===== config.mk =====
export PLATFORM = sky130hd
export DESIGN_NAME = modular_arith_alu_flat
export DESIGN_NICKNAME = d
export VERILOG_FILES = /design/src/hw/rtl/maa_pkg.sv /design/src/hw/rtl/maa_if.sv /design/src/hw/rtl/maa_mulmod.sv /design/src/hw/rtl/maa_reduce.sv /design/src/hw/rtl/modular_arith_alu.sv /design/src/flat_wrapper.sv
export SDC_FILE = /design/constraint.sdc
export NUM_CORES = 2
export LEC_CHECK = 0
export ABC_AREA = 1
export ABC_CLOCK_PERIOD_IN_PS = 11770
export BUFFER_PORTS_ARGS = -buffer_cell sky130_fd_sc_hd__buf_2
export CORE_MARGIN = 4
export CORE_UTILIZATION = 42
export DETAILED_ROUTE_END_ITERATION = 8
export SLEW_MARGIN = 20
export SYNTH_ARGS = -nofsm -noshare
export SYNTH_HDL_FRONTEND = slang
export SYNTH_HIERARCHICAL = 1
export SYNTH_SLANG_ARGS = --single-unit

===== constraint.sdc =====
create_clock -name i_clk -period 11.77 [get_ports i_clk]
set_input_delay 2.354 -clock i_clk [delete_from_list [all_inputs] [get_ports i_clk]]
set_output_delay 2.354 -clock i_clk [all_outputs]
set_load 0.01 [all_outputs]

===== src/hw/rtl/maa_pkg.sv =====
// Package for the modular arithmetic unit: widths, opcodes, shared types.
// No dependencies.
package maa_pkg;
    localparam int MOD_BITS = 32;
    localparam int VAL_BITS = 64;
    localparam int CNT_BITS = 7;

    typedef enum logic [2:0] {
        OP_RED = 3'd0,
        OP_ADD = 3'd1,
        OP_SUB = 3'd2,
        OP_MUL = 3'd3,
        OP_DIV = 3'd4,
        OP_POW = 3'd5
    } t_opcode;

    // Request to the bit-serial modular multiplier
    typedef struct packed {
        logic                start;
        logic [MOD_BITS-1:0] a;
        logic [MOD_BITS-1:0] b;
    } t_mul_req;

    typedef struct packed {
        logic                done;
        logic [MOD_BITS-1:0] p;
    } t_mul_rsp;
endpackage


===== src/hw/rtl/maa_if.sv =====
// Valid/ready channel interfaces for the modular arithmetic unit.
// Depends on maa_pkg.
interface maa_in_if import maa_pkg::*; ();
    logic                valid;
    logic                ready;
    logic [2:0]          opcode;
    logic [MOD_BITS-1:0] operand_a;
    logic [MOD_BITS-1:0] operand_b;
    logic signed [VAL_BITS-1:0] signed_value;
    modport source (output valid, opcode, operand_a, operand_b, signed_value, input ready);
    modport sink   (input valid, opcode, operand_a, operand_b, signed_value, output ready);
endinterface

interface maa_out_if import maa_pkg::*; ();
    logic                valid;
    logic                ready;
    logic [MOD_BITS-1:0] result;
    modport source (output valid, result, input ready);
    modport sink   (input valid, result, output ready);
endinterface

interface maa_cfg_if import maa_pkg::*; ();
    logic                valid;
    logic                ready;
    logic [MOD_BITS-1:0] data;
    modport source (output valid, data, input ready);
    modport sink   (input valid, data, output ready);
endinterface


===== src/hw/rtl/maa_mulmod.sv =====
// Bit-serial modular multiplier: Horner double-and-add, one bit of b a cycle.
// Depends on maa_pkg. Inputs must be below the modulus.
module maa_mulmod import maa_pkg::*; (
    input  logic                i_clk,
    input  logic                i_rst_n,
    input  logic [MOD_BITS-1:0] i_mod,
    input  t_mul_req            i_req,
    output t_mul_rsp            o_rsp
);
    logic [MOD_BITS-1:0] r_acc, r_a, r_b;
    logic [5:0]          r_cnt;
    logic                r_busy;
    logic                r_done;
    logic [MOD_BITS:0]   dbl, dbl_r, add, add_r;

    // Double then conditionally add a, each reduced by one subtract
    always_comb begin
        dbl   = {r_acc, 1'b0};
        dbl_r = (dbl >= {1'b0, i_mod}) ? dbl - {1'b0, i_mod} : dbl;
        add   = dbl_r + {1'b0, r_a};
        add_r = (add >= {1'b0, i_mod}) ? add - {1'b0, i_mod} : add;
    end

    always_ff @(posedge i_clk) begin
        if (!i_rst_n) begin
            r_busy <= 1'b0;
            r_done <= 1'b0;
            r_cnt  <= '0;
        end else begin
            r_done <= 1'b0;
            if (i_req.start) begin
                r_busy <= 1'b1;
                r_acc  <= '0;
                r_a    <= i_req.a;
                r_b    <= i_req.b;
                r_cnt  <= 6'(MOD_BITS);
            end else if (r_busy) begin
                r_acc <= r_b[MOD_BITS-1] ? add_r[MOD_BITS-1:0] : dbl_r[MOD_BITS-1:0];
                r_b   <= {r_b[MOD_BITS-2:0], 1'b0};
                r_cnt <= r_cnt - 6'd1;
                if (r_cnt == 6'd1) begin
                    r_busy <= 1'b0;
                    r_done <= 1'b1;
                end
            end
        end
    end
    assign o_rsp.done = r_done;
    assign o_rsp.p    = r_busy ? add_r[MOD_BITS-1:0] : r_acc;
endmodule


===== src/hw/rtl/maa_reduce.sv =====
// Bit-serial reducer: shifts a value in MSB first, one subtract per cycle.
// Depends on maa_pkg.
module maa_reduce import maa_pkg::*; (
    input  logic                i_clk,
    input  logic                i_rst_n,
    input  logic [MOD_BITS-1:0] i_mod,
    input  logic                i_start,
    input  logic [VAL_BITS-1:0] i_val,
    output logic                o_done,
    output logic [MOD_BITS-1:0] o_rem
);
    logic [VAL_BITS-1:0] r_val;
    logic [MOD_BITS-1:0] r_rem;
    logic [CNT_BITS-1:0] r_cnt;
    logic                r_busy;
    logic [MOD_BITS:0]   sh, sh_r;

    always_comb begin
        sh   = {r_rem, r_val[VAL_BITS-1]};
        sh_r = (sh >= {1'b0, i_mod}) ? sh - {1'b0, i_mod} : sh;
    end

    always_ff @(posedge i_clk) begin
        if (!i_rst_n) begin
            r_busy <= 1'b0;
            o_done <= 1'b0;
            r_cnt  <= '0;
        end else begin
            o_done <= 1'b0;
            if (i_start) begin
                r_busy <= 1'b1;
                r_val  <= i_val;
                r_rem  <= '0;
                r_cnt  <= CNT_BITS'(VAL_BITS);
            end else if (r_busy) begin
                r_rem <= sh_r[MOD_BITS-1:0];
                r_val <= {r_val[VAL_BITS-2:0], 1'b0};
                r_cnt <= r_cnt - 1'b1;
                if (r_cnt == CNT_BITS'(1)) begin
                    r_busy <= 1'b0;
                    o_done <= 1'b1;
                end
            end
        end
    end
    assign o_rem = r_rem;
endmodule


===== src/hw/rtl/modular_arith_alu.sv =====
// Modular arithmetic unit, one item at a time through a bit-serial reducer and multiplier.
// Every operation first reduces operand a, operand b and the value in turn; mul then runs
// one multiply, while div and pow run a square-and-multiply loop on the multiplier. A new item
// is taken only after the result of the last one has been accepted.
// Reset (synchronous, active low) sets the modulus to 2.
// Depends on maa_pkg, maa_if, maa_reduce, maa_mulmod.
module modular_arith_alu import maa_pkg::*; (
    input  logic      i_clk,
    input  logic      i_rst_n,
    maa_cfg_if.sink   cfg,
    maa_in_if.sink    in_ch,
    maa_out_if.source out_ch
);
    typedef enum logic [3:0] {
        S_IDLE, S_RA, S_RB, S_RV, S_DISP, S_MSQ, S_MMUL, S_FIN, S_OUT
    } t_state;

    t_state              r_state;
    logic [MOD_BITS-1:0] r_mod, r_a, r_b, r_acc, r_base, r_res, r_vrem;
    logic [VAL_BITS-1:0] r_val, r_exp;
    logic [2:0]          r_op;
    logic                r_neg, r_mul_busy, r_sq_phase, r_fin_mul;
    logic                red_start, red_done;
    logic [VAL_BITS-1:0] red_val;
    logic [MOD_BITS-1:0] red_rem;
    t_mul_req            mreq;
    t_mul_rsp            mrsp;
    logic [MOD_BITS:0]   sum, sum_r;
    logic [MOD_BITS-1:0] subv, negv;

    maa_reduce u_red (.i_clk, .i_rst_n, .i_mod(r_mod), .i_start(red_start),
                      .i_val(red_val), .o_done(red_done), .o_rem(red_rem));
    maa_mulmod u_mul (.i_clk, .i_rst_n, .i_mod(r_mod), .i_req(mreq), .o_rsp(mrsp));

    assign cfg.ready    = (r_state == S_IDLE);
    assign in_ch.ready  = (r_state == S_IDLE);
    assign out_ch.valid = (r_state == S_OUT);
    assign out_ch.result = r_res;

    // Combinational add/sub on reduced residues, and the negated value residue
    always_comb begin
        sum   = {1'b0, r_a} + {1'b0, r_b};
        sum_r = (sum >= {1'b0, r_mod}) ? sum - {1'b0, r_mod} : sum;
        subv  = (r_a >= r_b) ? r_a - r_b : r_a + r_mod - r_b;
        negv  = (r_vrem == '0) ? '0 : r_mod - r_vrem;
    end

    always_comb begin
        red_start = 1'b0;
        red_val   = r_val;
        if (in_ch.valid && in_ch.ready) begin
            red_start = 1'b1;
            red_val   = {{(VAL_BITS-MOD_BITS){1'b0}}, in_ch.operand_a};
        end else if (r_state == S_RA && red_done) begin
            red_start = 1'b1;
            red_val   = {{(VAL_BITS-MOD_BITS){1'b0}}, r_b};
        end else if (r_state == S_RB && red_done) begin
            red_start = 1'b1;
            red_val   = r_val[VAL_BITS-1] ? (~r_val + 1'b1) : r_val;
        end
    end

    // Control sequencer: reduce operands and value, then dispatch to reduce/add/sub/mul or the power loop (pow, div)
    always_ff @(posedge i_clk) begin
        if (!i_rst_n) begin
            r_state    <= S_IDLE;
            r_mod      <= MOD_BITS'(2);
            mreq.start <= 1'b0;
            r_mul_busy <= 1'b0;
        end else begin
            mreq.start <= 1'b0;
            unique case (r_state)
                S_IDLE: begin
                    if (cfg.valid) r_mod <= cfg.data;
                    if (in_ch.valid) begin
                        r_op    <= in_ch.opcode;
                        r_b     <= in_ch.operand_b;
                        r_val   <= in_ch.signed_value;
                        r_state <= S_RA;
                    end
                end
                S_RA: if (red_done) begin
                    r_a     <= red_rem;
                    r_state <= S_RB;
                end
                S_RB: if (red_done) begin
                    r_b     <= red_rem;
                    r_neg   <= r_val[VAL_BITS-1];
                    r_state <= S_RV;
                end
                S_RV: if (red_done) begin
                    r_vrem  <= red_rem;
                    r_state <= S_DISP;
                end
                S_DISP: begin
                    r_acc      <= MOD_BITS'(1);
                    r_fin_mul  <= 1'b0;
                    r_sq_phase <= 1'b0;
                    r_state    <= S_OUT;
                    priority if (r_mod < MOD_BITS'(2)) r_res <= '0;
                    else if (r_op == OP_RED) r_res <= r_neg ? negv : r_vrem;
                    else if (r_op == OP_ADD) r_res <= sum_r[MOD_BITS-1:0];
                    else if (r_op == OP_SUB) r_res <= subv;
                    else if (r_op == OP_MUL) begin
                        mreq.a <= r_a; mreq.b <= r_b; mreq.start <= 1'b1;
                        r_state <= S_FIN;
                    end else if (r_op == OP_DIV) begin
                        if (r_b == '0) r_res <= '0;
                        else begin
                            r_base    <= r_b;
                            r_exp     <= {{(VAL_BITS-MOD_BITS){1'b0}}, r_mod - MOD_BITS'(2)};
                            r_fin_mul <= 1'b1;
                            r_state   <= S_MMUL;
                        end
                    end else if (r_op == OP_POW) begin
                        if (r_neg || r_val == '0) r_res <= MOD_BITS'(1);
                        else begin
                            r_base  <= r_a;
                            r_exp   <= r_val;
                            r_state <= S_MMUL;
                        end
                    end else r_res <= '0;
                end
                // Square-and-multiply: multiply step when exponent bit set, then square; div ends by multiplying by a
                S_MMUL: begin
                    if (!r_mul_busy) begin
                        if (r_exp == '0) begin
                            if (r_fin_mul) begin
                                mreq.a <= r_a; mreq.b <= r_acc; mreq.start <= 1'b1;
                                r_state <= S_FIN;
                            end else begin
                                r_res   <= r_acc;
                                r_state <= S_OUT;
                            end
                        end else if (r_exp[0] && !r_sq_phase) begin
                            mreq.a <= r_acc; mreq.b <= r_base; mreq.start <= 1'b1;
                            r_mul_busy <= 1'b1;
                        end else begin
                            mreq.a <= r_base; mreq.b <= r_base; mreq.start <= 1'b1;
                            r_mul_busy <= 1'b1;
                            r_sq_phase <= 1'b1;
                        end
                    end else if (mrsp.done) begin
                        r_mul_busy <= 1'b0;
                        if (r_sq_phase) begin
                            r_base     <= mrsp.p;
                            r_exp      <= r_exp >> 1;
                            r_sq_phase <= 1'b0;
                        end else begin
                            r_acc      <= mrsp.p;
                            r_sq_phase <= 1'b1;
                        end
                    end
                end
                S_FIN: if (mrsp.done) begin
                    r_res   <= mrsp.p;
                    r_state <= S_OUT;
                end
                S_OUT: if (out_ch.ready) r_state <= S_IDLE;
                default: r_state <= S_IDLE;
            endcase
        end
    end
endmodule

===== src/flat_wrapper.sv =====
// flat-port wrapper written by rule: the top's interface ports become plain ports
module modular_arith_alu_flat import maa_pkg::*;
  (i_clk, i_rst_n, cfg_valid, cfg_data, cfg_ready, in_ch_valid, in_ch_opcode, in_ch_operand_a, in_ch_operand_b, in_ch_signed_value, in_ch_ready, out_ch_valid, out_ch_result, out_ch_ready);
  maa_cfg_if cfg_i ();
  maa_in_if in_ch_i ();
  maa_out_if out_ch_i ();
  input  logic i_clk;
  input  logic i_rst_n;
  input wire logic [$bits(cfg_i.valid)-1:0] cfg_valid;
  input wire logic [$bits(cfg_i.data)-1:0] cfg_data;
  output wire logic [$bits(cfg_i.ready)-1:0] cfg_ready;
  input wire logic [$bits(in_ch_i.valid)-1:0] in_ch_valid;
  input wire logic [$bits(in_ch_i.opcode)-1:0] in_ch_opcode;
  input wire logic [$bits(in_ch_i.operand_a)-1:0] in_ch_operand_a;
  input wire logic [$bits(in_ch_i.operand_b)-1:0] in_ch_operand_b;
  input wire logic [$bits(in_ch_i.signed_value)-1:0] in_ch_signed_value;
  output wire logic [$bits(in_ch_i.ready)-1:0] in_ch_ready;
  output wire logic [$bits(out_ch_i.valid)-1:0] out_ch_valid;
  output wire logic [$bits(out_ch_i.result)-1:0] out_ch_result;
  input wire logic [$bits(out_ch_i.ready)-1:0] out_ch_ready;
  assign cfg_i.valid = cfg_valid;
  assign cfg_i.data = cfg_data;
  assign cfg_ready = cfg_i.ready;
  assign in_ch_i.valid = in_ch_valid;
  assign in_ch_i.opcode = in_ch_opcode;
  assign in_ch_i.operand_a = in_ch_operand_a;
  assign in_ch_i.operand_b = in_ch_operand_b;
  assign in_ch_i.signed_value = in_ch_signed_value;
  assign in_ch_ready = in_ch_i.ready;
  assign out_ch_valid = out_ch_i.valid;
  assign out_ch_result = out_ch_i.result;
  assign out_ch_i.ready = out_ch_ready;
  modular_arith_alu u_core (.i_clk(i_clk), .i_rst_n(i_rst_n), .cfg(cfg_i), .in_ch(in_ch_i), .out_ch(out_ch_i));
endmodule

==> out/qor.txt <==
Worst-Skew Late Latency = 0.71 ns
Synth Net Count = 7,876
row count = 129
final period utilization = 81.8%
DR vias = 53.9k
critical path launch point type = register
met1 Track Usage GR = 50.0%
DP HPWL = 203 mm
Post-route DRC = 0
largest net degree at the start of global routing = 75
WL final = 255 mm
CTS tree = built
Clock Sink Count = 637
Die Span Y = 361 um
post-synth top area share = 33.4%
area occupied by multi-input gates = 29,000 um2
fillcell total = 12.8k
PortBufs = 202
WP data required = 12.17 ns
Chip Width = 361 um
EDFF count, synth = 582
Routed WL per cell = 27.6 um
Synth Register Bits = 637
clk buf depth = 3
Crit Path Max Fanout = 41
status = finished clean
async set or reset register ratio after synthesis = 0%
Syn Area/Cell = 7.09 um2
Final ANT Viol Nets = 0
post-synthesis mux area share = 0%
largest area contributor in the netlist = edfxtp_1
Synth Warn # = 6
Max-slew headroom = 14.2%
first-pass iteration count of the detailed router = 7
FF/Latch Area = 18,600 um2
postcts setup bufs = 0
MaxCap Viol Count = 0
GPL Wtd Cong = 1.09
Mapped Area = 52,300 um2
VDD IR-drop max = 0.196 mV
Critical Path Sink Type = register
Post-Synth XOR/XNOR Area = 3.23%
GRT overflow = 0
CTS Root Cell = clkbuf_16
leakage dissipation = 26.3 nW
Area contributors post-synth = edfxtp_1 33%, nand2_1 16%, inv_1 7.2%
final setup vio count = 0
Crit Path Class = reg -> reg
H-tree lvl count = 3
Critical Path Most Common Cell = nand2_1
overall routing resource usage = 37.6%
Power Dens Cells = 255 nW/um2
Core Area = 124,000 um2
sequential fraction of the synthesis area = 35.5%
min-delay src = u_core/mreq[56]$_DFFE_PP_
vias per cell = 5.83
first-pass GRT wire length = 356 mm
timing-limited maximum frequency = 104 MHz
die area = 130,000 um2
initial antenna violation count = 15
crit path max-delay cell type = dfxtp_1
CTS hold repair buffers = 0
Fin Setup TNS = 0 ns
share of cells above drive strength 1 = 7.43%
Worst EP arrival = 10.02 ns
Final Skew = 0.0454 ns
Post-Synth Adder-Cell Area = 8.48%
unrepaired setup endpoints after global routing = false
final critical-path required period = 9.62 ns
Hold WS = 0.417 ns
largest stage delay on the critical path = 0.95 ns
GRT met2 Usage = 54.9%
post-synthesis compound-gate area fraction = 14.0%
RR Startpoint = u_core/r_mod[10]$_SDFFE_PN0P_
Final nets = 8,026
Top Ports = 203
Worst Setup SP = u_core/r_mod[10]$_SDFFE_PN0P_
largest family of logic cells by synthesized area = simple AND/OR/NAND/NOR gates
fin. max-slew vios = 0
grt peak-use layer = met2
CTS buffer count = 77
Final Hold Viols = 0
Post-Syn Instances = 7,377
worst hold path class = reg -> reg
Simple-Gate Fraction of Synth Area = 29.4%
vias in the first global route = 49.6k
Post-synth top flop = edfxtp_1
Area growth syn-to-layout = 10.4%
synth unique cells = 66
clock transition time at the flip-flop clock pins of the worst setup and hold paths = 0.07 ns
met3 Use GR = 10.3%
Iter 0 DRT Violations = 7,217
Starting Density = 42.3%
Post-CTS Resized = 0
Least-Margin Pin Slew = 1.27 ns
[where the power goes]
group	total (mW)	internal (mW)	switching, mW
clock network	2.52	1.43	1.08
logic	8.94	2.59	6.35
registers	3.28	2.90	0.379
total	14.7	6.92	7.81
[critical path, delay by kind of cell, from the launching register on]
kind,cells,cell delay (ns)
AOI/OAI and AO/OA,6,1.31
xor gates and xnor gates,1,0.43
adders and majority gates,3,1.20
buffers and inverters,3,0.70
DFF,1,0.95
and+or+nand+nor,23,4.66
[cells in the mapped netlist (82+ instances only)]
master / n
a21oi_1: 491
clkbuf_1: 117
edfxtp_1: 582
ha_1: 292
inv_1: 1005
nand2_1: 2179
nand3_1: 411
nand4_1: 94
nor2_1: 716
o21ai_0: 412
o21bai_1: 82
xor2_1: 152
[worst paths after layout]
check	to	slack, ns	cells after the start
hold reg to reg	u_core/u_mul/r_a[24]$_DFFE_PP_	0.42	0
setup reg to reg	u_core/r_base[25]$_DFFE_PP_	2.15	36
setup / recovery	u_core/r_base[25]$_DFFE_PP_	2.15	36
hold / removal	u_core/u_mul/r_a[24]$_DFFE_PP_	0.42	0
[layout make-up]
cell class | instances | share of cell area (%)
Sequential cell | 637 | 32.2
Inverter | 1042 | 6.78
Multi-Input combinational cell | 5489 | 50.1
Tap cell | 1637 | 3.55
Timing Repair Buffer | 280 | 2.76
Antenna cell | 3 | 0.0130
Clock buffer | 95 | 3.51
Clock inverter | 47 | 1.08
[per-layer routing]
metal	wire (um)	share of wire (%)
met1	103000	40
met2	105000	41
met3	28600	11
met4	18200	7.1
met5	67	0.026
[cell usage in the layout, fill, tap and decap left out, types with 43 or more instances in the layout]
master	count
o21bai_1	82
clkbuf_16	78
o22ai_1	62
buf_4	78
nand2_1	2174
ha_1	292
o21ai_0	410
buf_2	202
inv_1	1003
nor2_1	707
a31oi_1	45
dfxtp_1	52
a21oi_1	488
nor4_1	49
nand4_1	94
nand3_1	411
edfxtp_1	582
nor3_1	71
o221ai_1	43
xor2_1	152
[sequential cells by signal (all words and copies together), names as in the netlist, 64 cells and up]
register / flops
u_core/r_exp: 64
u_core/u_red/r_val: 64
u_core/r_val: 64
u_core/mreq: 65
[stage by stage]
step | std cells | utilization [%] | instance area, um2 | total power, mW | setup WS [ns]
2_1_floorplan | 7377 | - | 52300 | 8.96 | 1.94
3_3_place_gp | 9085 | 44.6 | 55100 | 11.9 | 2.66
3_5_place_dp | 9085 | 44.6 | 55100 | 11.9 | 2.55
4_1_cts | 9227 | 46.7 | 57800 | 14.5 | 2.52
5_1_grt | 9227 | 46.7 | 57800 | 15.6 | 1.89
6_report | 9230 | 46.7 | 57800 | 14.7 | 2.15
[cell families after synthesis]
group                    after synthesis
AO/OA/AOI/OAI                       1291
XOR/XNOR                             193
adder cells (fa/ha/maj)              331
buffers and inverters               1251
flip-flops                           637
AND/OR/NAND/NOR                     3674
(Power assumes the default switching activity.)
